### src/design/pidaw_pkg.sv
// ----------------------------------------------------------------------------
// pidaw_pkg
// Shared types, widths and codes of the PID controller with integral clamp.
// ----------------------------------------------------------------------------
package pidaw_pkg;

    localparam int DATA_W     = 16;
    localparam int GAIN_W     = 16;
    localparam int FRAC_BITS  = 8;
    localparam int LIMIT_W    = 31;
    localparam int ACC_W      = LIMIT_W + 1;
    localparam int ERR_W      = DATA_W + 1;
    localparam int DER_W      = DATA_W + 2;
    localparam int PROD_P_W   = GAIN_W + ERR_W;
    localparam int PROD_I_W   = GAIN_W + ACC_W;
    localparam int PROD_D_W   = GAIN_W + DER_W;
    localparam int SUM_W      = PROD_I_W + 2;
    localparam int SHIFT_W    = SUM_W - FRAC_BITS;
    localparam int CFG_IDX_W  = 3;
    localparam int CFG_DATA_W = LIMIT_W;

    typedef enum logic {
        OP_STEP  = 1'b0,
        OP_CLEAR = 1'b1
    } t_op;

    typedef enum logic [CFG_IDX_W-1:0] {
        CFG_GAIN_P  = 3'd0,
        CFG_GAIN_I  = 3'd1,
        CFG_GAIN_D  = 3'd2,
        CFG_TARGET  = 3'd3,
        CFG_LIMIT   = 3'd4,
        CFG_FLOOR   = 3'd5,
        CFG_CEILING = 3'd6
    } t_cfg_idx;

    typedef struct packed {
        logic signed [GAIN_W-1:0] gain_p;
        logic signed [GAIN_W-1:0] gain_i;
        logic signed [GAIN_W-1:0] gain_d;
        logic signed [DATA_W-1:0] target;
        logic        [LIMIT_W-1:0] limit;
        logic signed [DATA_W-1:0] floor_val;
        logic signed [DATA_W-1:0] ceiling_val;
    } t_cfg;

    typedef struct packed {
        logic                    clear;
        logic signed [ERR_W-1:0] err;
        logic signed [ACC_W-1:0] integ;
        logic signed [DER_W-1:0] deriv;
    } t_err_stage;

    typedef struct packed {
        logic                       clear;
        logic signed [PROD_P_W-1:0] prod_p;
        logic signed [PROD_I_W-1:0] prod_i;
        logic signed [PROD_D_W-1:0] prod_d;
    } t_prod_stage;

endpackage

### src/design/pidaw_mult.sv
// ----------------------------------------------------------------------------
// pidaw_mult
// Gain products of the proportional, integral and derivative terms.
// ----------------------------------------------------------------------------
module pidaw_mult
    import pidaw_pkg::*;
(
    input  logic        i_clk,
    input  logic        i_rst_n,
    input  t_cfg        i_cfg,
    input  logic        i_valid,
    output logic        o_ready,
    input  t_err_stage  i_stage,
    output logic        o_valid,
    input  logic        i_ready,
    output t_prod_stage o_stage
);

    logic        r_valid;
    t_prod_stage r_stage;
    logic        accept;

    assign o_ready = !r_valid || i_ready;
    assign accept  = i_valid && o_ready;

    always_ff @(posedge i_clk) begin
        if (!i_rst_n) begin
            r_valid <= 1'b0;
        end else if (o_ready) begin
            r_valid <= i_valid;
        end
    end

    always_ff @(posedge i_clk) begin
        if (accept) begin
            r_stage.clear  <= i_stage.clear;
            r_stage.prod_p <= PROD_P_W'(i_cfg.gain_p) * PROD_P_W'(i_stage.err);
            r_stage.prod_i <= PROD_I_W'(i_cfg.gain_i) * PROD_I_W'(i_stage.integ);
            r_stage.prod_d <= PROD_D_W'(i_cfg.gain_d) * PROD_D_W'(i_stage.deriv);
        end
    end

    assign o_valid = r_valid;
    assign o_stage = r_stage;

endmodule

### config.mk
export PLATFORM = sky130hd
export DESIGN_NAME = pidaw_mult
export DESIGN_NICKNAME = d
export VERILOG_FILES = /design/src/design/pidaw_pkg.sv /design/src/design/pidaw_mult.sv
export SDC_FILE = /design/constraint.sdc
export NUM_CORES = 2
export LEC_CHECK = 0
export ABC_AREA = 1
export ABC_CLOCK_PERIOD_IN_PS = 7400
export BUFFER_PORTS_ARGS = -buffer_cell sky130_fd_sc_hd__buf_2
export CAP_MARGIN = 20
export CORE_MARGIN = 2
export CORE_UTILIZATION = 40
export CTS_CLUSTER_SIZE = 12
export DETAILED_ROUTE_END_ITERATION = 12
export SLEW_MARGIN = 10
export SYNTH_ARGS = -nofsm -noshare
export SYNTH_HDL_FRONTEND = slang
export SYNTH_SLANG_ARGS = --single-unit
### constraint.sdc
create_clock -name i_clk -period 7.4 [get_ports i_clk]
set_clock_uncertainty 0.2 [all_clocks]
set_input_delay 1.11 -clock i_clk [delete_from_list [all_inputs] [get_ports i_clk]]
set_output_delay 1.11 -clock i_clk [all_outputs]
set_load 0.01 [all_outputs]
# [Yosys cells after proc, flatten, opt, wreduce, memory -nomap -nowiden]
# Cells that the tools add are included.
[word_totals] wordCells=11 input_bits=199 output_inout_bits=118 regBits=117
[classes] n_mul=3 reduce_logical=3
[op_table] op="$mul 16x32->48" count=1
[op_table] op="$mul 16x18->34" count=1
[op_table] op="$mul 16x17->33" count=1
[op_table] op="$logic_and 1x1->1" count=1
[op_table] op="$logic_not 1->1" count=1
[op_table] op="$logic_or 1x1->1" count=1

# [Logic depth before layout (Yosys ltp)]
[depth] word_depth=3 depth_mapped=29

# [Worst setup path before layout]
# No wires, ideal clock.
[synth_path] path_type="in2reg" startpoint="input i_valid" endpoint="register r_stage (netlist bit o_stage[0]), enable pin" path_stages=2 setup_ns=0.629 t_arrival_ns=6.738 slack_ns=-0.167 path_buffers=0 required_time_ns=6.571 cell_sequence="inv_1 -> a21oi_1"
[synth_between] elab_chain_cells=1
[synth_rtl] element="start: declaration" line_no="pidaw_mult.sv:11" source="input logic i_valid,"
[synth_rtl] element="$logic_and 1x1->1" line_no="pidaw_mult.sv:24" source="assign accept = i_valid && o_ready;"
[synth_rtl] element="named net accept" line_no="pidaw_mult.sv:21" source="logic accept;"
[synth_rtl] element="end: declaration" line_no="pidaw_mult.sv:20" source="t_prod_stage r_stage;"
# The timed path passes the listed nets, and every way through them passes these cells.
# A chain may end at the register's enable or synchronous reset.

# [Worst setup path in the final report]
[layout_path] startpoint="input i_cfg[104] (netlist name)" endpoint="register r_stage (netlist bit o_stage[79]), data pin"
[layout_between] elab_chain_cells=1
[layout_rtl] element="start: declaration" line_no="pidaw_mult.sv:10" source="input t_cfg i_cfg,"
[layout_rtl] element="$mul 16x32->48" line_no="pidaw_mult.sv:38" source="r_stage.prod_i <= PROD_I_W'(i_cfg.gain_i) * PROD_I_W'(i_stage.integ);"
# No other way between the ends.

==> results.json <==
{
  "grt_pass1_wl_um": 204000,
  "met2_usage_pct": 37.4,
  "synth.distinct_cells": 36,
  "cts_buffer_depth": 2,
  "antenna_left": 0,
  "synth-seq-area-share_pct": 7.64,
  "finalHoldViolCount": 0,
  "start_kind": "primary input",
  "crit_type": "primary input to flop",
  "max_cap_viol_count": 0,
  "holdCritStartpoint": "o_valid",
  "slew_headroom_pct": 43.7,
  "area_delta_synth_final_pct": 7.57,
  "clkTransAtPathRegs_ps": 60,
  "wl_um": 124000,
  "dieArea_um2": 117000,
  "layout.cells.non_filler": 7497,
  "regArea_um2": 3500,
  "busiest_layer": "met2",
  "drc_errors": 0,
  "postCtsHoldBufs": 0,
  "start_util_pct": 40.2,
  "use_met1_pct": 30.2,
  "regToRegEndpoint": "o_stage[12]",
  "multiInputGateArea_um2": 34500,
  "avgSynthCellArea_um2": 7.80,
  "fmax_mhz": 147,
  "place_congestion": 0.909,
  "port_buffers": 237,
  "hp-class": "flop to flop",
  "crit_fanout": 17,
  "drtIter0Drc": 2399,
  "avgViaCountPerCell": 4.73,
  "first_pass_iters": 8,
  "status": "completed",
  "cp.required_ps": 7400,
  "r2r_cells": 2,
  "rsz0062_at_grt": "false",
  "fp-row-count": 124,
  "utilization_pct": 43.2,
  "die_h_um": 343,
  "yosysWarningCount": 0,
  "grt_pass1_vias": 38200,
  "min_period_over_period_pct": 91.9,
  "setup_viol_count_final": 0,
  "dieWidth_um": 343,
  "synth_fp_nets": 7410,
  "r2r_slack_ps": 5230,
  "cts_resized": 0,
  "tns_ps": 0,
  "core_um2": 114000,
  "postCtsSetupBuffers": 0,
  "grt_max_degree": 95,
  "vias": 35500,
  "layout_min_cycle_time_ps": 6800,
  "wl_per_cell_um": 16.6,
  "place_inst": 7462,
  "cts_tree": "yes",
  "final.fill_count": 11600,
  "track_usage_pct": 22.3,
  "hpwl_um": 103000,
  "min_path_cells": 2,
  "syn-cell-area_um2": 45800,
  "cts_buffers": 17,
  "cp-end-kind": "flop",
  "worst_pin_slew_ps": 845,
  "arrival_ps": 6800,
  "timing.final.max_slew_violations": 0,
  "io-pin-count": 317,
  "netlist_instances": 5875,
  "drive_gt1_share_pct": 6.87,
  "hold_end": "o_valid",
  "cts-root-buf": "clkbuf_16",
  "r2r_start": "o_valid",
  "final_nets": 7504,
  "overflow": 0,
  "gr-usage-met3_pct": 3.55,
  "antenna_found_initial": 6,
  "ys_seq_elements": 117,
  "insertion_delay_ps": 450,
  "htree_levels": 4,
  "clock-sinks": 117
}
worst max path at each step:
stage	from	end	slack, ps	depth (start not counted)
floorplan	i_cfg[112]	o_stage[114]	910	23
detailed placement	i_cfg[98]	o_stage[79]	150	19
finish	i_cfg[104]	o_stage[79]	600	22
CTS	i_cfg[105]	o_stage[79]	630	22
global route	i_stage[49]	o_stage[79]	300	19
global placement	i_cfg[105]	o_stage[79]	130	22
through the flow:
step	cell area, um2	setup WS, ps	hold slack, ps
floorplan	45800	908	408
global placement	48700	133	329
detailed placement	48700	147	344
CTS	49300	628	352
global route	49300	296	377
finish	49300	603	354
layout by cell type (no fill, tap or decap), types with 2 or more instances in the layout:
master,instances
clkbuf_16,17
a21oi_1,87
or2_2,23
edfxtp_1,116
nor2_4,4
xor2_1,63
o21a_1,2
nor3_1,9
inv_1,1854
a21o_1,5
inv_6,3
nor3_2,10
nand2_1,1703
nor2_2,15
inv_2,10
diode_2,3
fa_1,1052
xnor2_1,10
clkinv_1,3
o21ai_0,27
nor2_1,178
bufinv_16,3
nand2_2,16
nand4_1,26
buf_4,44
clkinv_2,2
buf_12,13
a21boi_0,2
nand3_1,128
buf_2,237
and2_1,2
o21bai_1,12
nor4_1,4
clkinvlp_4,4
nand3_2,4
ha_1,284
clkinv_4,2
worst max-delay path: stages:
cell and delay [ps]:
buf_2 480, buf_12 220, nand2_1 50, inv_1 70
fa_1 540, fa_1 590, inv_1 110, fa_1 500
inv_1 50, fa_1 470, inv_1 50, fa_1 470
inv_1 50, fa_1 440, ha_1 430, nand2_1 160
nor3_1 440, nand2_1 100, clkinv_1 80, nand3_1 150
nand4_1 140, nand2_1 80
cells by family after synthesis:
| family | synth area share, % |
|---|---|
| AO/OA/AOI/OAI | 1.68 |
| AND/OR/NAND/NOR | 18.5 |
| flip-flops | 7.64 |
| buffers and inverters | 17.1 |
| adder cells (fa/ha/maj) | 53.7 |
| XOR/XNOR | 1.39 |
cell type report:
| type | instances | area share (%) |
|---|---|---|
| inverters | 1866 | 14.2 |
| multi-input cells | 3673 | 70.0 |
| clock buffers | 17 | 0.863 |
| repair buffers | 294 | 3.60 |
| well taps | 1512 | 3.84 |
| flip-flops and latches | 117 | 7.11 |
| clock inverters | 15 | 0.360 |
| diodes | 3 | 0.0152 |
state kept, by name (all words and copies together) (netlist names):
register,flops
o_valid,1
o_stage,116
Yosys cell counts, drive strengths merged:
cell type	count	area (um2)
nand4	26	163
xnor2	10	87.6
a31oi	1	6.26
nor3	19	145
or2	23	144
and2	3	18.8
inv	1864	7000
buf	7	26.3
nand3	132	681
nor3b	1	12.5
a21oi	89	449
o211ai	1	12.5
dfxtp	1	20.0
a21boi	3	22.5
o21ai	27	135
o21a	2	15.0
nor2	197	807
ha	284	3550
a21o	5	37.5
nor4	4	25.0
clkbuf	212	796
nand2	1719	6490
xor2	63	552
fa	1052	21100
edfxtp	116	3480
clkinv	2	7.51
o21bai	12	90.1
routing by layer:
layer	wire (um)	share of wire [%]
met5	0	0
met4	2620	2.1
met3	8250	6.6
met2	59200	48
met1	54300	44
Power is left out: the tool's default activity adds up to more than one toggle a clock period on the data nets, which glitch-free logic cannot reach.
