`config.mk`:
```
export PLATFORM = sky130hd
export DESIGN_NAME = pidaw_err
export DESIGN_NICKNAME = d
export VERILOG_FILES = /design/src/design/pidaw_pkg.sv /design/src/design/pidaw_err.sv
export SDC_FILE = /design/constraint.sdc
export NUM_CORES = 1
export LEC_CHECK = 0
export BUFFER_PORTS_ARGS = -buffer_cell sky130_fd_sc_hd__buf_2
export CORE_ASPECT_RATIO = 0.7
export CORE_MARGIN = 10
export CORE_UTILIZATION = 35
export CTS_BUF_LIST = sky130_fd_sc_hd__clkbuf_4 sky130_fd_sc_hd__clkbuf_8 sky130_fd_sc_hd__clkbuf_16
export CTS_CLUSTER_DIAMETER = 30
export DETAILED_ROUTE_END_ITERATION = 6
export SLEW_MARGIN = 20
export SYNTH_ARGS = -nofsm -noshare
export SYNTH_HDL_FRONTEND = slang
export SYNTH_SLANG_ARGS = --single-unit
```
`constraint.sdc`:
```
create_clock -name i_clk -period 8.8 [get_ports i_clk]
set_clock_uncertainty 0.1 [all_clocks]
set_input_delay 0.44 -clock i_clk [delete_from_list [all_inputs] [get_ports i_clk]]
set_output_delay 0.44 -clock i_clk [all_outputs]
set_load 0.01 [all_outputs]
```
`src/design/pidaw_pkg.sv`:
```
// ----------------------------------------------------------------------------
// pidaw_pkg
// Shared types, widths and codes of the PID controller with integral clamp.
// ----------------------------------------------------------------------------
package pidaw_pkg;

    localparam int DATA_W     = 16;
    localparam int GAIN_W     = 16;
    localparam int FRAC_BITS  = 8;
    localparam int LIMIT_W    = 31;
    localparam int ACC_W      = LIMIT_W + 1;
    localparam int ERR_W      = DATA_W + 1;
    localparam int DER_W      = DATA_W + 2;
    localparam int PROD_P_W   = GAIN_W + ERR_W;
    localparam int PROD_I_W   = GAIN_W + ACC_W;
    localparam int PROD_D_W   = GAIN_W + DER_W;
    localparam int SUM_W      = PROD_I_W + 2;
    localparam int SHIFT_W    = SUM_W - FRAC_BITS;
    localparam int CFG_IDX_W  = 3;
    localparam int CFG_DATA_W = LIMIT_W;

    typedef enum logic {
        OP_STEP  = 1'b0,
        OP_CLEAR = 1'b1
    } t_op;

    typedef enum logic [CFG_IDX_W-1:0] {
        CFG_GAIN_P  = 3'd0,
        CFG_GAIN_I  = 3'd1,
        CFG_GAIN_D  = 3'd2,
        CFG_TARGET  = 3'd3,
        CFG_LIMIT   = 3'd4,
        CFG_FLOOR   = 3'd5,
        CFG_CEILING = 3'd6
    } t_cfg_idx;

    typedef struct packed {
        logic signed [GAIN_W-1:0] gain_p;
        logic signed [GAIN_W-1:0] gain_i;
        logic signed [GAIN_W-1:0] gain_d;
        logic signed [DATA_W-1:0] target;
        logic        [LIMIT_W-1:0] limit;
        logic signed [DATA_W-1:0] floor_val;
        logic signed [DATA_W-1:0] ceiling_val;
    } t_cfg;

    typedef struct packed {
        logic                    clear;
        logic signed [ERR_W-1:0] err;
        logic signed [ACC_W-1:0] integ;
        logic signed [DER_W-1:0] deriv;
    } t_err_stage;

    typedef struct packed {
        logic                       clear;
        logic signed [PROD_P_W-1:0] prod_p;
        logic signed [PROD_I_W-1:0] prod_i;
        logic signed [PROD_D_W-1:0] prod_d;
    } t_prod_stage;

endpackage

```
`src/design/pidaw_err.sv`:
```
// ----------------------------------------------------------------------------
// pidaw_err
// Error, clamped integral and derivative; holds the controller state.
// ----------------------------------------------------------------------------
module pidaw_err
    import pidaw_pkg::*;
(
    input  logic                     i_clk,
    input  logic                     i_rst_n,
    input  t_cfg                     i_cfg,
    input  logic                     i_valid,
    output logic                     o_ready,
    input  t_op                      i_op,
    input  logic signed [DATA_W-1:0] i_meas,
    output logic                     o_valid,
    input  logic                     i_ready,
    output t_err_stage               o_stage
);

    logic                      r_valid;
    t_err_stage                r_stage;
    logic signed [ACC_W-1:0]   r_acc;
    logic signed [ERR_W-1:0]   r_last;
    logic                      accept;
    logic signed [ERR_W-1:0]   n_err;
    logic signed [ACC_W:0]     raw_integ;
    logic signed [ACC_W:0]     lim_pos;
    logic signed [ACC_W:0]     lim_neg;
    logic signed [ACC_W-1:0]   n_integ;
    logic signed [DER_W-1:0]   n_deriv;

    assign o_ready = !r_valid || i_ready;
    assign accept  = i_valid && o_ready;

    always_comb begin
        n_err     = ERR_W'(i_cfg.target) - ERR_W'(i_meas);
        raw_integ = (ACC_W+1)'(r_acc) + (ACC_W+1)'(n_err);
        lim_pos   = $signed({2'b00, i_cfg.limit});
        lim_neg   = -lim_pos;
        if (raw_integ > lim_pos) begin
            n_integ = ACC_W'(lim_pos);
        end else if (raw_integ < lim_neg) begin
            n_integ = ACC_W'(lim_neg);
        end else begin
            n_integ = ACC_W'(raw_integ);
        end
        n_deriv = DER_W'(n_err) - DER_W'(r_last);
    end

    always_ff @(posedge i_clk) begin
        if (!i_rst_n) begin
            r_valid <= 1'b0;
            r_acc   <= '0;
            r_last  <= '0;
        end else begin
            if (o_ready) begin
                r_valid <= i_valid;
            end
            if (accept) begin
                if (i_op == OP_CLEAR) begin
                    r_acc  <= '0;
                    r_last <= '0;
                end else begin
                    r_acc  <= n_integ;
                    r_last <= n_err;
                end
            end
        end
    end

    always_ff @(posedge i_clk) begin
        if (accept) begin
            r_stage.clear <= (i_op == OP_CLEAR);
            r_stage.err   <= n_err;
            r_stage.integ <= n_integ;
            r_stage.deriv <= n_deriv;
        end
    end

    assign o_valid = r_valid;
    assign o_stage = r_stage;

    a_clear_zeroes_state: assert property (@(posedge i_clk) disable iff (!i_rst_n)
        accept && i_op == OP_CLEAR |=> r_acc == '0 && r_last == '0)
        else $error("state not cleared after clear item");

    a_state_holds_idle: assert property (@(posedge i_clk) disable iff (!i_rst_n)
        !accept |=> $stable(r_acc) && $stable(r_last))
        else $error("state changed without an accepted item");

endmodule

```
# == Word-level counts from Yosys, hierarchy flattened ==
# Cells that the tools add are included.
# classes
addsub,4
n_reduce_logical,3
muxes,4
n_lt_le_gt_ge,2
# ops
op,n
32-bit 2-to-1 mux,3
32-bit by 17-bit adder with 33-bit output,1
33-bit by 32-bit greater-than comparator with 1-bit output,1
33-bit < comparator,1
31-bit negator with 33-bit output,1
17-bit by 17-bit subtractor with 18-bit output,1
17-bit 2-to-1 mux,1
16-bit by 16-bit subtractor with 17-bit output,1
1-bit logical AND,1
1-bit logical NOT,1
1-bit logical OR,1
# totals
wordCells,20
inputBits,148
out_inout_bits,70
register_bits,118

# == Logic depth before layout (Yosys ltp) ==
# logic_depth
word_depth,6
depth_mapped,39

# == Worst setup path before layout ==
# Ideal clock, no wire load.
# synth_path
path_kind,in2reg
startpoint,input port i_cfg[63] (netlist name)
endpoint,register r_acc[19]
setup_slack_ps,1291
t_required_ps,8583
path_stages,37
arrival_ps,7293
n_path_buf,3
cell_sequence,inv_1 -> ha_1 -> fa_1 -> nor2b_1 -> o21ai_0 -> a21boi_0 -> o21ai_0 -> a21boi_0 -> o21ai_0 -> a21o_1 -> a21oi_1 -> and3_1 -> o21ai_0 -> a31o_2 -> ha_1 -> and4_1 -> clkbuf_1 -> nand2_1 -> o311ai_0 -> a21boi_0 -> o21bai_1 -> a21oi_1 -> xnor2_1 -> ha_1 -> a21o_1 -> a21oi_1 -> nor3b_1 -> o21a_1 -> nor2_1 -> o211a_1 -> a31oi_1 -> o21ai_0 -> and2_0 -> buf_2 -> buf_1 -> a21oi_1 -> a22o_1
# synth_via
elab_chain_cells,6
elab_cells_between_ends,7
classes_between,2 x add/sub; 2 x order compare; 3 x mux
# synth_rtl
element,line,text
start: declaration,pidaw_err.sv:10,"input t_cfg i_cfg,"
16-bit by 16-bit subtractor with 17-bit output (*),pidaw_err.sv:36,n_err = ERR_W'(i_cfg.target) - ERR_W'(i_meas);
net n_err[16],pidaw_err.sv:25,logic signed [ERR_W-1:0] n_err;
32-bit by 17-bit adder with 33-bit output (*),pidaw_err.sv:37,raw_integ = (ACC_W+1)'(r_acc) + (ACC_W+1)'(n_err);
33-bit < comparator,pidaw_err.sv:42,end else if (raw_integ < lim_neg) begin
32-bit 2-to-1 mux,pidaw_err.sv:42,
32-bit 2-to-1 mux (*),pidaw_err.sv:40,if (raw_integ > lim_pos) begin
net n_integ[19],pidaw_err.sv:29,logic signed [ACC_W-1:0] n_integ;
32-bit 2-to-1 mux (*),pidaw_err.sv:60,if (i_op == OP_CLEAR) begin
end signal: assignment,pidaw_err.sv:64,r_acc <= n_integ;
end: declaration,pidaw_err.sv:22,logic signed [ACC_W-1:0] r_acc;
# The timed path passes the listed nets; every way through them passes the cells marked *.
# A chain may end at the register's enable or synchronous reset.

# == Worst setup path in the final report ==
# layout_path
startpoint,input port i_cfg[63] (netlist name)
endpoint,register r_acc[16]
# The elaborated chain is that of the path after synthesis.

==> reports/qor.csv <==
stage,metric,value,unit
placed_design,post-detail-place hpwl,23200,um
global_route,global-route congestion overflow total,0,
clock_network,clock latency of the later-clocked register in the worst-skew pair,0.43,ns
worst_setup_path,CP max stage cell,a222oi_1,
sta,post-route worst setup slack,0.712,ns
placed_design,Placed Instance Area,11200,um^2
global_route,maximum number of pins on one net before global-route repair,71,
floorplan,initial standard-cell utilization of the core,0.355,
sta,highest clock rate,124,MHz
clock_network,Post-CTS Hold Buffers,0,
drt,average vias per placed instance,5.25,
worst_setup_path,"delay-heaviest family, CP",compound AO/OA/AOI/OAI gates,
yosys,instance count of the mapped netlist,1120,
sta,Final Hold Violating Endpoints,0,
outcome,run status,"finished, final reports clean",
worst_setup_path,top fanout value on the critical path,8,
sta,Final setup viols,0,
worst_setup_path,Most Frequent Cell on Critical Path,o21ai_0,
sta,portion of the clock cycle consumed by the worst path in the final layout,0.919,
yosys,top-count cell post-synth,ha_1,
yosys,Yosys warning count,0,
global_route,global-route wire length before repair,46200,um
finish,synthesis-to-finish area growth,20.1,%
sta,headroom to the max-slew limit,0.357,
sta,count of pins over their slew limit,0,
yosys,Yosys cell types,71,
clock_network,clk root buf,clkbuf_16,
yosys,number of nets in the synthesized netlist,1398,
yosys,most common library cells after synthesis,"ha_1 (127), inv_1 (101), a21oi_1 (86)",
power,Max IR drop VDD,0.149,mV
drt,count of nets left with antenna violations after detail routing,0,
clock_network,buffer levels on the longest clock path,2,
drt,wire length after detailed routing,29500,um
yosys,cell type contributing the most total cell area after synthesis,edfxtp_1,
drt,routed length per placed instance,17.7,um
worst_setup_path,critical path type,in2reg,
worst_setup_path,worst path required time,9.01,ns
worst_setup_path,CP arrival,8.30,ns
clock_network,H-tree Lvls,4,
job,max-capacitance violation count,0,
drt,count of vias placed by the detailed router,8759,
yosys,sequential cell area fraction in the yosys report,0.308,
floorplan,standard cell core area,27800,um^2
global_route,antenna violations before repair,3,
floorplan,Vert. Die Dim,161,um
yosys,syn avg cell area,8.82,um^2
finish,area of all placed cells without fillers,11900,um^2
clock_network,clock tree from TritonCTS,built,
floorplan,die extent in x,221,um
floorplan,I/O pin count,218,
yosys,Synth async-reset ratio,0,
finish,fraction of final layout cells with drive strength greater than 1,0.183,
drt,initial DRC count,617,
sta,shortest clock period the worst path allows after layout,8.09,ns
worst_hold_path,Hold WC Path Type,in2reg,
drt,first-pass detailed-route iteration total,6,
sta,worst hold-check slack,0.174,ns
yosys,leading cell types by total area after synthesis,"edfxtp_1 (21%), ha_1 (16%), dfxtp_1 (10%), xnor2_1 (5.3%), a21oi_1 (4.4%)",
global_route,number of global-route vias before repair,8278,
drt,DRC errors left,0,
yosys,number of synthesized flops with an enable pin,68,
worst_setup_path,Setup crit start kind,primary input,
yosys,post-synthesis register bit count,118,
placed_design,pre-CTS worst setup slack,0.177,ns
power,P_leak,5.32,nW
sta,setup total negative slack,0,ns
worst_setup_path,CP Buf/Inv Count,4,
floorplan,area of the die,35500,um^2
clock_network,clock net sink count,118,
global_route,gr usage total,0.161,
yosys,"Top FF cell, synth",edfxtp_1,
worst_setup_path,CP max stage delay,0.47,ns
power,pwr dens,264,nW/um^2
clock_network,number of clock buffers inserted by TritonCTS,17,
placed_design,port bufs,137,
clock_network,Clock transition at path regs,0.06,ns
finish,Final Net Count,1559,
worst_setup_path,capturing element type of the critical path,register,
yosys,fraction of post-synthesis cell area in the top cell type by area,0.207,
yosys,Post-Syn Area,9880,um^2
sta,RSZ-0062 raised after global routing,false,
placed_design,weighted congestion at the end of routability-driven global placement,0.876,
sta,transition time of the tightest slew-check pin,0.965,ns
floorplan,total number of placement rows,51,
-- through the flow --
step                      utilization  power (mW)  instances
final                           0.427        3.13       1669
after global routing            0.426        3.36       1666
after global placement          0.404        2.36       1633
after CTS                       0.426        3.14       1665
after floorplan                     -        1.85       1120
after detailed placement        0.404        2.38       1633
-- flip-flops by register name, summed over array words and instances (netlist names) --
name,count
o_stage,68
r_last,17
o_valid,1
r_acc,32
-- cell type report --
class	count	area (um^2)
Clock inverter	7	92.6
Tap cell	371	464
Clock buffer	25	527
Timing Repair Buffer	179	1050
Sequential cell	118	3040
Multi-Input combinational cell	864	6300
Antenna cell	4	10.0
Inverter	101	379
Fill cell	2808	16000
-- routing by layer --
metal / vias up / wire length, um / track usage
met5: - / 0 / 0
met4: 0 / 247 / 0.0413
met3: 12 / 1570 / 0.0299
met2: 201 / 12300 / 0.235
met1: 4092 / 15400 / 0.236
li1: 4454 / - / -
-- power by group --
part / total [mW] / switching (mW) / internal [mW]
combinational: 1.59 / 0.918 / 0.677
clock: 0.744 / 0.270 / 0.474
sequential: 0.790 / 0.0385 / 0.751
-- cells by family after synthesis --
family | after synthesis | share of synthesized area
AOI/OAI and AO/OA | 339 | 0.229
and+or+nand+nor | 305 | 0.157
buffers and inverters | 138 | 0.0553
adders and majority gates | 130 | 0.167
DFF | 118 | 0.308
xor gates and xnor gates | 74 | 0.0670
muxes | 16 | 0.0167
-- tightest hold or removal path: cells and delay by family --
kind	cells	cell delay, ns
compound gates	1	0.07
buf+inv	2	0.14
-- layout by cell type (no fill, tap or decap), drive strengths merged, types with 22 or more instances in the layout --
cell type / n
buf: 179
ha: 127
inv: 102
a21oi: 86
nor2: 76
edfxtp: 68
nand2: 65
o21ai: 63
xnor2: 60
dfxtp: 50
a21o: 35
a22o: 31
nor3: 28
clkbuf: 25
nor2b: 22
-- repair_timing --
action                                  4_1_cts  5_1_grt
gates resized for setup                       0        3
endpoints found under the setup margin        0       50
buffers inserted                              0        0
-- final timing paths --
check / slack, ns / depth (start not counted) / to / startpoint
worst max-delay path: 0.71 / 37 / r_acc[16] / i_cfg[63]
worst min-delay path: 0.17 / 3 / o_valid / i_valid
worst max register to register: 2.61 / 25 / r_acc[16] / r_acc[0]
worst min register to register: 0.35 / 2 / r_acc[7] / r_acc[7]
No activity file was read; power rests on OpenSTA's default activity.
