===== src/design/pidaw_pkg.sv =====
// ----------------------------------------------------------------------------
// pidaw_pkg
// Shared types, widths and codes of the PID controller with integral clamp.
// ----------------------------------------------------------------------------
package pidaw_pkg;

    localparam int DATA_W     = 16;
    localparam int GAIN_W     = 16;
    localparam int FRAC_BITS  = 8;
    localparam int LIMIT_W    = 31;
    localparam int ACC_W      = LIMIT_W + 1;
    localparam int ERR_W      = DATA_W + 1;
    localparam int DER_W      = DATA_W + 2;
    localparam int PROD_P_W   = GAIN_W + ERR_W;
    localparam int PROD_I_W   = GAIN_W + ACC_W;
    localparam int PROD_D_W   = GAIN_W + DER_W;
    localparam int SUM_W      = PROD_I_W + 2;
    localparam int SHIFT_W    = SUM_W - FRAC_BITS;
    localparam int CFG_IDX_W  = 3;
    localparam int CFG_DATA_W = LIMIT_W;

    typedef enum logic {
        OP_STEP  = 1'b0,
        OP_CLEAR = 1'b1
    } t_op;

    typedef enum logic [CFG_IDX_W-1:0] {
        CFG_GAIN_P  = 3'd0,
        CFG_GAIN_I  = 3'd1,
        CFG_GAIN_D  = 3'd2,
        CFG_TARGET  = 3'd3,
        CFG_LIMIT   = 3'd4,
        CFG_FLOOR   = 3'd5,
        CFG_CEILING = 3'd6
    } t_cfg_idx;

    typedef struct packed {
        logic signed [GAIN_W-1:0] gain_p;
        logic signed [GAIN_W-1:0] gain_i;
        logic signed [GAIN_W-1:0] gain_d;
        logic signed [DATA_W-1:0] target;
        logic        [LIMIT_W-1:0] limit;
        logic signed [DATA_W-1:0] floor_val;
        logic signed [DATA_W-1:0] ceiling_val;
    } t_cfg;

    typedef struct packed {
        logic                    clear;
        logic signed [ERR_W-1:0] err;
        logic signed [ACC_W-1:0] integ;
        logic signed [DER_W-1:0] deriv;
    } t_err_stage;

    typedef struct packed {
        logic                       clear;
        logic signed [PROD_P_W-1:0] prod_p;
        logic signed [PROD_I_W-1:0] prod_i;
        logic signed [PROD_D_W-1:0] prod_d;
    } t_prod_stage;

endpackage


===== src/design/pidaw_out.sv =====
// ----------------------------------------------------------------------------
// pidaw_out
// Term sum, fraction shift, ceiling and floor clamp, result register.
// ----------------------------------------------------------------------------
module pidaw_out
    import pidaw_pkg::*;
(
    input  logic                     i_clk,
    input  logic                     i_rst_n,
    input  t_cfg                     i_cfg,
    input  logic                     i_valid,
    output logic                     o_ready,
    input  t_prod_stage              i_stage,
    output logic                     o_valid,
    input  logic                     i_ready,
    output logic signed [DATA_W-1:0] o_drive
);

    logic                      r_valid;
    logic signed [DATA_W-1:0]  r_drive;
    logic                      accept;
    logic signed [SUM_W-1:0]   sum;
    logic signed [SHIFT_W-1:0] scaled;
    logic signed [SHIFT_W-1:0] capped;
    logic signed [SHIFT_W-1:0] floored;
    logic signed [DATA_W-1:0]  n_drive;

    assign o_ready = !r_valid || i_ready;
    assign accept  = i_valid && o_ready;

    always_comb begin
        sum    = SUM_W'(i_stage.prod_p) + SUM_W'(i_stage.prod_i) + SUM_W'(i_stage.prod_d);
        scaled = SHIFT_W'(sum >>> FRAC_BITS);
        if (scaled > SHIFT_W'(i_cfg.ceiling_val)) begin
            capped = SHIFT_W'(i_cfg.ceiling_val);
        end else begin
            capped = scaled;
        end
        if (capped < SHIFT_W'(i_cfg.floor_val)) begin
            floored = SHIFT_W'(i_cfg.floor_val);
        end else begin
            floored = capped;
        end
        n_drive = i_stage.clear ? '0 : DATA_W'(floored);
    end

    always_ff @(posedge i_clk) begin
        if (!i_rst_n) begin
            r_valid <= 1'b0;
        end else if (o_ready) begin
            r_valid <= i_valid;
        end
    end

    always_ff @(posedge i_clk) begin
        if (accept) begin
            r_drive <= n_drive;
        end
    end

    assign o_valid = r_valid;
    assign o_drive = r_drive;

    a_clear_gives_zero: assert property (@(posedge i_clk) disable iff (!i_rst_n)
        accept && i_stage.clear |=> r_drive == '0)
        else $error("clear item produced nonzero drive");

endmodule


===== config.mk =====
export PLATFORM = sky130hd
export DESIGN_NAME = pidaw_out
export DESIGN_NICKNAME = d
export VERILOG_FILES = /design/src/design/pidaw_pkg.sv /design/src/design/pidaw_out.sv
export SDC_FILE = /design/constraint.sdc
export NUM_CORES = 1
export LEC_CHECK = 0
export BUFFER_PORTS_ARGS = -buffer_cell sky130_fd_sc_hd__buf_2
export CAP_MARGIN = 20
export CORE_ASPECT_RATIO = 1.2
export CORE_UTILIZATION = 47
export CTS_BUF_LIST = sky130_fd_sc_hd__clkbuf_4 sky130_fd_sc_hd__clkbuf_8 sky130_fd_sc_hd__clkbuf_16
export DETAILED_ROUTE_END_ITERATION = 10
export PLACE_DENSITY_LB_ADDON = 0.3
export REMOVE_ABC_BUFFERS = 1
export SYNTH_ARGS = -nofsm -noshare
export SYNTH_HDL_FRONTEND = slang
export SYNTH_SLANG_ARGS = --single-unit

===== constraint.sdc =====
create_clock -name i_clk -period 9.16 [get_ports i_clk]
set_clock_uncertainty 0.05 [all_clocks]
set_input_delay 0.916 -clock i_clk [delete_from_list [all_inputs] [get_ports i_clk]]
set_output_delay 0.916 -clock i_clk [all_outputs]
set_load 0.02 [all_outputs]

; ---- Word level (Yosys, flattened, before mapping)
; Index checks and enable logic that the tools add are counted.
; W data, S select, Z words.
[classes]
n_div = 0
n_mul = 0
n_addsub = 2
n_bitwise = 0
eq_ne = 0
n_reduce_logical = 3
order_cmp = 2
muxes = 2
shift = 0
[op_table]
columns = operator, n
row1 = $add A49 B34 Y50, 1
row2 = $add A33 B48 Y49, 1
row3 = $gt A42 B16 Y1, 1
row4 = $lt A42 B16 Y1, 1
row5 = $mux W42, 1
row6 = $mux W16, 1
row7 = $logic_and A1 B1 Y1, 1
row8 = $logic_not A1 Y1, 1
row9 = $logic_or A1 B1 Y1, 1
[totals]
ram_bits = 0
rom_bits = 0
wordCells = 11
in_bits = 247
out_inout_bits = 18
latch_bits = 0
reg_bits = 17
memories = 0

; ---- Logic depth before layout (Yosys ltp)
; Gate-level depths: netlist of run 1.
[logic_depth]
depth_word = 6
mapped_depth = 36
depth_no_buf = 33

; ---- Worst setup path before layout of run 1
; OpenSTA, ideal clock, no wires.
[synth_timing]
path_type = input to register
startpoint = input i_stage[4] in the netlist's numbering
endpoint = register r_drive[13] (netlist: o_drive[13]), data pin
t_required_ns = 8.844
path_slack_ns = 0.449
stages = 34
path_buffers = 3
setup_ns = 0.266
t_arrival_ns = 8.395
cell_sequence = inv_1 -> fa_1 -> inv_1 -> ha_1 -> nand4_1 -> or2_2 -> a2111oi_2 -> o21a_1 -> o211a_1 -> nor4_1 -> nor3_1 -> mux2_2 -> nor2_1 -> ha_1 -> nand4_1 -> nor3_1 -> a221oi_1 -> o211ai_2 -> nor3_1 -> or2_2 -> clkbuf_1 -> buf_2 -> mux2_2 -> ha_1 -> a21oi_1 -> o21ai_0 -> a221oi_1 -> o211ai_1 -> or4b_1 -> a2bb2oi_1 -> a31oi_4 -> buf_12 -> mux2i_1 -> nor2_1
[synth_via]
elab_chain_len = 5
[synth_rtl]
columns = element, line
row1 = "start, declared", pidaw_out.sv:13  ; input t_prod_stage i_stage,
row2 = $add A49 B34 Y50 *, pidaw_out.sv:32  ; sum = SUM_W'(i_stage.prod_p) + SUM_W'(i_stage.prod_i) + SUM_W'(i_stage.prod_d);
row3 = $gt A42 B16 Y1, pidaw_out.sv:34  ; if (scaled > SHIFT_W'(i_cfg.ceiling_val)) begin
row4 = $mux W42 *, pidaw_out.sv:34
row5 = $lt A42 B16 Y1, pidaw_out.sv:39  ; if (capped < SHIFT_W'(i_cfg.floor_val)) begin
row6 = $mux W16 *, pidaw_out.sv:39
row7 = "end signal, assigned", pidaw_out.sv:57  ; r_drive <= n_drive;
row8 = "end, declared", pidaw_out.sv:20  ; logic signed [DATA_W-1:0] r_drive;
; Mark *: on every way between the ends. The rest lies on a longest branch, timed or not.
; A chain may end at the register's enable or synchronous reset.

; ---- Worst setup path in the final report of run 1
[layout_timing]
startpoint = input i_stage[3] in the netlist's numbering
endpoint = register r_drive[2] (netlist: o_drive[2]), data pin
; Same word-level chain as after synthesis.

==> results of run 1 <==
==> registers in the layout (all words and copies together) (netlist names) <==
register and flops:
o_drive 16, o_valid 1
==> per-layer routing <==
metal | track usage | wire length, um | vias up
met3 | 0.0125 | 822 | 25
met4 | 0.0680 | 453 | 0
met1 | 0.286 | 8080 | 3240
met5 | 0 | 0 | -
li1 | - | - | 3627
met2 | 0.426 | 9110 | 228
==> repair_timing <==
action / 4_1_cts / 5_1_grt
gates resized for setup: 0 / 19
buffers inserted: 0 / 3
endpoints found under the setup margin: 0 / 16
==> placed cells by master, fill, tap and decap left out, types with 4 or more instances in the layout <==
cell / n
a211oi_1: 9
a21o_1: 32
a21oi_1: 73
a221oi_1: 7
a31oi_1: 5
and2_1: 5
and3_1: 5
buf_2: 169
buf_4: 108
edfxtp_1: 16
fa_1: 47
ha_1: 131
inv_1: 70
mux2_2: 31
mux2i_1: 15
nand2_1: 66
nand2b_1: 11
nand3_1: 31
nand4_1: 25
nor2_1: 48
nor2b_1: 4
nor3_1: 17
o21a_1: 10
o21ai_0: 33
o21bai_1: 6
o31ai_1: 8
or2_2: 4
xnor2_1: 21
xor2_1: 12
==> critical path: cells and delay by family <==
family          cells  cell delay, ns
buf+inv            10            1.25
xor+xnor            1            0.09
simple gates        8            1.81
compound gates     14            2.59
fa+ha+maj           4            1.44
mux                 2            0.52
==> logic make-up (layout without fill, tap and decap cells) <==
group / Yosys count / in the layout
multiplexers: 46 / 46
XOR/XNOR: 33 / 33
AO/OA/AOI/OAI: 229 / 229
buffers and inverters: 95 / 353
AND/OR/NAND/NOR: 239 / 240
flip-flops: 17 / 17
adder cells (fa/ha/maj): 178 / 178
==> cell type report <==
class	count	share of cell area
clock buffers	4	0.00917
inverters	70	0.0292
multi-input cells	726	0.690
flip-flops and latches	17	0.0556
well taps	200	0.0278
repair buffers	279	0.188
==> power by group through the flow <==
stage	sequential, mW	combinational, mW	clock [mW]
detailed placement	0.123	1.74	0
global placement	0.122	1.70	0
floorplan	0.151	1.11	0
global route	0.124	2.00	0.0944
CTS	0.123	1.75	0.0920
finish	0.122	1.81	0.0918
==> path summary, 6_finish.rpt <==
path / cells after the start / slack, ns / endpoint
setup reg to reg: 2 / 7.76 / o_drive[5]
setup / recovery: 39 / 0.44 / o_drive[2]
hold reg to reg: 2 / 0.49 / o_valid
hold / removal: 2 / 0.49 / o_valid
==> qor.yml, run 1 <==
dr.first_iter.drc_count: 437
regArea_um2: 500
start_kind: "input pin"
ctsLongestPathBuffers: 2
grt_pass1_vias: 6578
ant_nets: 0
die_area_um2: 15300
initial_core_util: 0.482
startpoint: "i_stage[3]"
ys_seq_area_frac: 0.0717
p_total_mw: 2.02
syn_inst: 837
min_period_over_period: 0.951
hpwl_um: 15900
synthMuxAreaShare: 0.0715
min_path_type: "reg2reg"
cts_tree: "yes"
place_area_um2: 8790
swShare: 0.470
antenna_found_initial: 0
final_max_slew_viol_count: 0
grt_pass1_wl_um: 29000
setup_tns_ns: 0
worst_pin_slew_ns: 0.928
dr.pass1.iters: 5
grt_remaining_overflow: 0
diodes: 0
nFillCells: 1265
power.switching_mw: 0.952
yosysTopAreaCell: "ha_1"
postCtsHoldBufs: 0
dpl.cell_count: 1288
port_buffers: 169
stdcell_area_um2: 9000
worst_setup_path_end_kind: "register"
cts_sinks: 17
cts-buffers-inserted: 3
period_needed_ns: 8.72
htree_levels: 1
grt_max_degree: 28
ys_seq_elements: 17
cts-root-buf: "clkbuf_16"
synth_area_leaders: "ha_1 (23%), fa_1 (13%), edfxtp_1 (6.9%)"
critPathSlowestCell: "or4b_4"
ys_async_sr_fraction: 0
stdcell_count: 1296
drc: 0
dp_slack_ns: -0.187
std_cell_rows: 48
status: "finished clean"
synth_warnings: 0
synthToLayoutAreaGrowth_pct: 29.0
ys.flop_type: "edfxtp_1"
setup_viol: 0
r2r-start: "o_valid"
crit_path_max_incr_delay_ns: 0.54
fin_util: 0.622
ioPinCount: 265
synth_top_family_by_area: "adder cells"
synth_edf_count: 16
cts.clk_slew.worst_paths_ns: 0.05
clockPowerShare: 0.045
timing.hold.ws_ns: 0.489
die_x_um: 113
drt-total-wl_um: 18500
synth_cell_type_count: 66
crit_type: "in2reg"
synth_compound_area_frac: 0.218
die_h_um: 136
place_congestion: 0.902
p_leak_nw: 4.57
maxCapViolations: 0
synthXorXnorAreaFrac: 0.0414
track_usage: 0.230
dr_total_vias: 7120
cp_max_fo: 8
synthesis.area_um2: 6980
synthAdderAreaFrac: 0.370
p_comb_frac: 0.894
drive_above_1_share: 0.316
setup_slack_ns: 0.445
synth_most_common_cell: "ha_1"
relSlewSlack: 0.381
fmax_mhz: 115
peakVddDrop_v: 0.000107
post-synth-top-area-fraction: 0.235
synth_common_cells: "ha_1 (131), a21oi_1 (73), inv_1 (70)"
power.share.sequential: 0.060
coreArea_um2: 14500
multi_input_area_um2: 6210
wl_per_cell_um: 14.2
crit_arrival_ns: 8.66
critPathRequiredTime_ns: 9.10
hp-start: "o_valid"
p_int_mw: 1.07
syn_area_per_cell_um2: 8.34
nets: 1522
clk-insertion-delay-late_ns: 0.25
hold_viol_final: 0
via_per_inst: 5.49
synthSimpleGateAreaFrac: 0.173
crit_top_cell: "buf_4"
powerDensity_nw_per_um2: 225
Power figures use the tool's default switching activity.
==> run 2: changes to the inputs <==
Settings changed: CORE_UTILIZATION 47 to 52.
Clock period 9.16 ns to 9.15 ns, I/O delays scaled along.
==> run 2 against run 1 <==
Net effect:
- routed wire length grew 4.2%
- register-to-register slack got worse by 0.03 ns
- first-iteration DRC count is 9.4% lower
- final area shrank 1.1%
- count of clock-buffer cells in the layout decreased by 1
- sequential power barely moved
- critical path type unchanged
- largest cell class unchanged
==> qor.yml, run 2 (same netlist as run 1, synthesis figures left out) <==
final_common_cell: "buf_2"
die_area_um2: 13900  # -9.5%
grt_remaining_overflow: 0  # unchanged
cts.clk_slew.worst_paths_ns: 0.05  # about the same
ant_nets: 0  # unchanged
p_total_mw: 2.00  # -1.1%
initial_core_util: 0.530  # +0.0473
wl_per_cell_um: 15.3  # +7.4%
std_cell_rows: 46  # -4.2%
largest_reg_flops: 16  # unchanged
crit_arrival_ns: 8.72  # +0.06 ns
powerDensity_nw_per_um2: 225  # about the same
cp_max_fo: 9  # +1
critPathRequiredTime_ns: 9.09  # about the same
ctsLongestPathBuffers: 2  # unchanged
regArea_um2: 500  # unchanged
start_kind: "input pin"
nets: 1515  # -0.46%
cts-buffers-inserted: 3  # unchanged
ioPinCount: 265  # unchanged
dpl.cell_count: 1251  # -2.9%
postCtsHoldBufs: 0  # unchanged
dr_total_vias: 7307  # +2.6%
worst_pin_slew_ns: 0.969  # +0.0411 ns
status: "finished clean"
cts-root-buf: "clkbuf_16"
min_path_type: "reg2reg"
period_needed_ns: 8.78
timing.hold.ws_ns: 0.471  # -0.0184 ns
grt_pass1_vias: 6737  # +2.4%
htree_levels: 1  # unchanged
crit_path_max_incr_delay_ns: 0.54  # about the same
drt-total-wl_um: 19200  # +4.2%
p_leak_nw: 4.54  # -0.62%
multi_input_area_um2: 6190  # -0.32%
critPathSlowestCell: "or4b_4"
track_usage: 0.268  # +0.0379
final_max_slew_viol_count: 0  # unchanged
crit_type: "in2reg"
hpwl_um: 16600  # +4.2%
min_period_over_period: 0.959
synthToLayoutAreaGrowth_pct: 27.6
setup_tns_ns: 0  # unchanged
cts_sinks: 17  # unchanged
layout_common_cells: "buf_2 (169), ha_1 (131), buf_4 (101)"
clk-insertion-delay-late_ns: 0.25  # about the same
peakVddDrop_v: 0.000189  # +77%
antenna_found_initial: 0  # unchanged
via_per_inst: 5.81  # +5.8%
relSlewSlack: 0.353  # -0.0274
port_buffers: 169  # unchanged
grt_pass1_wl_um: 30100  # +3.7%
nFillCells: 1102  # -13%
place_congestion: 0.888  # -1.6%
crit_top_cell: "buf_4"
fmax_mhz: 114
grt_max_degree: 28  # unchanged
drc: 0  # unchanged
coreArea_um2: 13200  # -8.9%
diodes: 0  # unchanged
hold_viol_final: 0  # unchanged
maxCapViolations: 0  # unchanged
cts_tree: "yes"
setup_viol: 0  # unchanged
stdcell_count: 1257  # -3.0%
worst_setup_path_end_kind: "register"
dr.first_iter.drc_count: 396  # -9.4%
die_h_um: 129  # -4.9%
drive_above_1_share: 0.309  # -0.00624
die_x_um: 108  # -4.8%
dr.pass1.iters: 8  # +3
[run 2: changes by cell type in the layout (fill, tap and decap cells not counted), sizes merged]
cell,change
buf,-6
clkbuf,-1
clkinv,+1
or2,-1
[run 2: cell type report]
cell class / instances / area share
sequential: 17 / 0.0562
multi-input combinational: 725 / 0.695
tap: 168 / 0.0236
clock buffer: 3 / 0.00843
timing repair buffer: 273 / 0.187
clock inverter: 1 / 0.000562
inverter: 70 / 0.0295
[run 2: critical path, delay by kind of cell]
kind	cells	cell delay [ns]
adder cells (fa/ha/maj)	4	1.43
multiplexers	2	0.52
AND/OR/NAND/NOR	9	2.00
AO/OA/AOI/OAI	13	2.15
buffers and inverters	11	1.52
XOR/XNOR	1	0.16
[run 2: per-layer routing]
layer	vias up	share of wire	track usage
li1	3601	-	-
met1	3368	0.43	0.334
met2	287	0.48	0.490
met3	51	0.055	0.0101
met4	0	0.034	0.0927
met5	-	0	0
[run 2: what timing repair did]
action / 4_1_cts / 5_1_grt
hold endpoints to repair: 0 / 0
endpoints found under the setup margin: 0 / 16
buffers inserted: 0 / 2
resized for setup: 0 / 15
[run 2: report_power, final]
| part | switching, mW | total [mW] | leakage, nW | internal [mW] |
|---|---|---|---|---|
| combinational | 0.921 | 1.79 | 4.34 | 0.869 |
| clock | 0.0306 | 0.0892 | 0.0409 | 0.0586 |
| sequential | 0.00403 | 0.121 | 0.168 | 0.117 |
[run 2: worst paths after layout]
check / startpoint / endpoint / slack, ns / depth (start not counted)
worst max-delay path: i_stage[3] / o_drive[5] / 0.37 / 40
worst min-delay path: o_valid / o_valid / 0.47 / 2
worst max register to register: o_valid / o_drive[0] / 7.73 / 2
worst min register to register: o_valid / o_valid / 0.47 / 2
[run 2: metrics by stage]
step           instance area (um^2)  setup WS (ns)   util
5_1_grt                        8910        -0.0842  0.676
4_1_cts                        8800         0.0876  0.668
2_1_floorplan                  6870          0.449      -
3_3_place_gp                   8720        -0.0671  0.662
3_5_place_dp                   8720         -0.144  0.662
6_report                       8910          0.373  0.676
==> run 3: changes to the inputs <==
Settings changed: GPL_TIMING_DRIVEN set to 0.
==> run 3 against run 2 <==
Net effect:
- core utilization fell by 4.9 points
- non-clock buffer count fell by 93
- critical endpoint unchanged
- critical path type unchanged
- worst setup slack worse by 0.015 ns
- flip-flop and latch count stayed put
- largest cell class unchanged
==> qor.yml, run 3 (same netlist as run 1, synthesis figures left out) <==
status: "finished clean"
setup_viol: 0  # unchanged
cts.clk_slew.worst_paths_ns: 0.05  # about the same
nets: 1424  # -6.0%
place_area_um2: 7920  # -9.2%
hpwl_um: 15100  # -9.2%
relSlewSlack: 0.365  # +0.0117
cts-root-buf: "clkbuf_16"
p_int_mw: 0.905  # -13%
die_x_um: 108  # unchanged
port_buffers: 169  # unchanged
postCtsHoldBufs: 0  # unchanged
final_max_slew_viol_count: 0  # unchanged
diodes: 0  # unchanged
clk-insertion-delay-late_ns: 0.25  # about the same
rr_worst_depth: 2  # unchanged
grt_max_degree: 28  # unchanged
maxCapViolations: 0  # unchanged
period_needed_ns: 8.79  # +0.0149 ns
crit_type: "in2reg"
fmax_mhz: 114  # -0.17%
grt_pass1_vias: 6312  # -6.3%
cts_tree: "yes"
crit_arrival_ns: 8.74  # +0.02 ns
use_met3: 0.0142  # +0.00405
grt_remaining_overflow: 0  # unchanged
layout_common_cells: "buf_2 (169), ha_1 (131), a21oi_1 (72)"
clockPowerShare: 0.048  # +0.003
min_period_over_period: 0.961  # +0.00162
reg2reg_to: "o_drive[3]"
via_per_inst: 5.95  # +2.4%
hold-path-cell-count: 2  # unchanged
drive_above_1_share: 0.252  # -0.0580
largest_reg_flops: 16  # unchanged
drt-total-wl_um: 18100  # -5.8%
die_h_um: 129  # unchanged
grt_pass1_wl_um: 28900  # -4.0%
holdPathEnd: "o_valid"
min_path_type: "reg2reg"
die_area_um2: 13900  # unchanged
setup_slack_ns: 0.358  # -0.0149 ns
stdcell_count: 1166  # -7.2%
initial_core_util: 0.530  # unchanged
peakVddDrop_v: 0.000166  # -12%
dr.pass1.iters: 6  # -2
critPathSlowestCell: "fa_1"
dr.first_iter.drc_count: 393  # -0.76%
p_leak_nw: 4.11  # -9.6%
crit_family: "simple AND/OR/NAND/NOR gates"
r2r-start: "o_valid"
coreArea_um2: 13200  # unchanged
grt_busiest_layer: "met2"
worst_setup_path_end_kind: "register"
wl_per_cell_um: 15.5  # +1.5%
path_buf_inv: 5  # -6
hold_viol_final: 0  # unchanged
cts_sinks: 17  # unchanged
crit_path_max_incr_delay_ns: 0.54  # about the same
track_usage: 0.256  # -0.0125
antenna_found_initial: 0  # unchanged
p_comb_frac: 0.885  # -0.010
cts-buffers-inserted: 3  # unchanged
htree_levels: 1  # unchanged
dpl.cell_count: 1149  # -8.2%
dp_slack_ns: -1.63  # -1.48 ns
dr_total_vias: 6940  # -5.0%
final_common_cell: "buf_2"
cp_max_fo: 12  # +3
crit_top_cell: "ha_1"
met2_usage: 0.446  # -0.0445
ff2ff_setup_slack_ns: 7.73  # about the same
rsz0062_at_grt: "false"
hp-start: "o_valid"
place_congestion: 0.911  # +2.6%
power.switching_mw: 0.921  # -3.6%
start_kind: "input pin"
std_cell_rows: 46  # unchanged
worst_pin_slew_ns: 0.951  # -0.0175 ns
power.share.sequential: 0.066  # +0.005
use_met1: 0.338  # +0.00384
ant_nets: 0  # unchanged
ctsLongestPathBuffers: 2  # unchanged
critPathRequiredTime_ns: 9.09  # about the same
ioPinCount: 265  # unchanged
synthToLayoutAreaGrowth_pct: 18.4
swShare: 0.505  # +0.0270
powerDensity_nw_per_um2: 221  # -1.6%
stdcell_area_um2: 8260  # -7.2%
drc: 0  # unchanged
-- run 3: cell count changes in the layout (fill, tap and decap cells not counted), moves of 2 or more --
cell,change
nor3_1,-2
buf_4,-91
buf_12,-2
or2_4,+2
-- run 3: timing repair --
item,4_1_cts,5_1_grt
setup endpoints to repair,16,16
pin swaps,3,6
resized for setup,12,15
gates cloned,2,0
setup buffers,4,7
-- run 3: final cells by class --
cell class                      instances  area, um^2
Multi-Input combinational cell        727        6270
Fill cell                            1171        4920
Timing Repair Buffer                  180         941
Sequential cell                        17         500
Inverter                               70         263
Tap cell                              168         210
Clock buffer                            3        75.1
Clock inverter                          1        5.00
-- run 3: worst max-delay path by stage --
stage                      startpoint  cells past startpoint  slack [ns]          end
after global routing       i_stage[4]                     34        0.01   o_drive[5]
after floorplan            i_stage[4]                     32        0.45  o_drive[10]
after global placement     i_stage[6]                     31       -1.55  o_drive[15]
final                      i_stage[4]                     35        0.36   o_drive[5]
after detailed placement   i_stage[7]                     31       -1.63  o_drive[15]
after CTS                 i_stage[12]                     31        0.03  o_drive[15]
-- run 3: metrics by stage --
| stage | util | power [mW] | TNS (ns) | hold slack [ns] |
|---|---|---|---|---|
| 6_report | 0.627 | 1.83 | 0 | 0.481 |
| 5_1_grt | 0.627 | 2.01 | 0 | 0.525 |
| 4_1_cts | 0.617 | 1.76 | 0 | 0.487 |
| 3_5_place_dp | 0.601 | 1.60 | -24.55 | 0.479 |
| 3_3_place_gp | 0.601 | 1.57 | -23.06 | 0.463 |
| 2_1_floorplan | - | 1.26 | 0 | 0.700 |
-- run 3: worst min-delay path, stage by stage (launching register included) --
cell,delay [ns]
dfxtp_1,0.31
nand2b_1,0.09
a21boi_0,0.08
-- run 3: metal layers --
metal / routed length (um) / vias to the layer above
li1: - / 3431
met1: 8150 / 3209
met2: 8390 / 269
met3: 1090 / 31
met4: 466 / 0
met5: 0 / -
-- run 3: power by group through the flow --
stage	Clock [mW]	Combinational, mW	Sequential [mW]
floorplan	0	1.11	0.152
global placement	0	1.44	0.123
detailed placement	0	1.48	0.123
CTS	0.0885	1.55	0.121
global route	0.0910	1.80	0.124
finish	0.0882	1.62	0.121
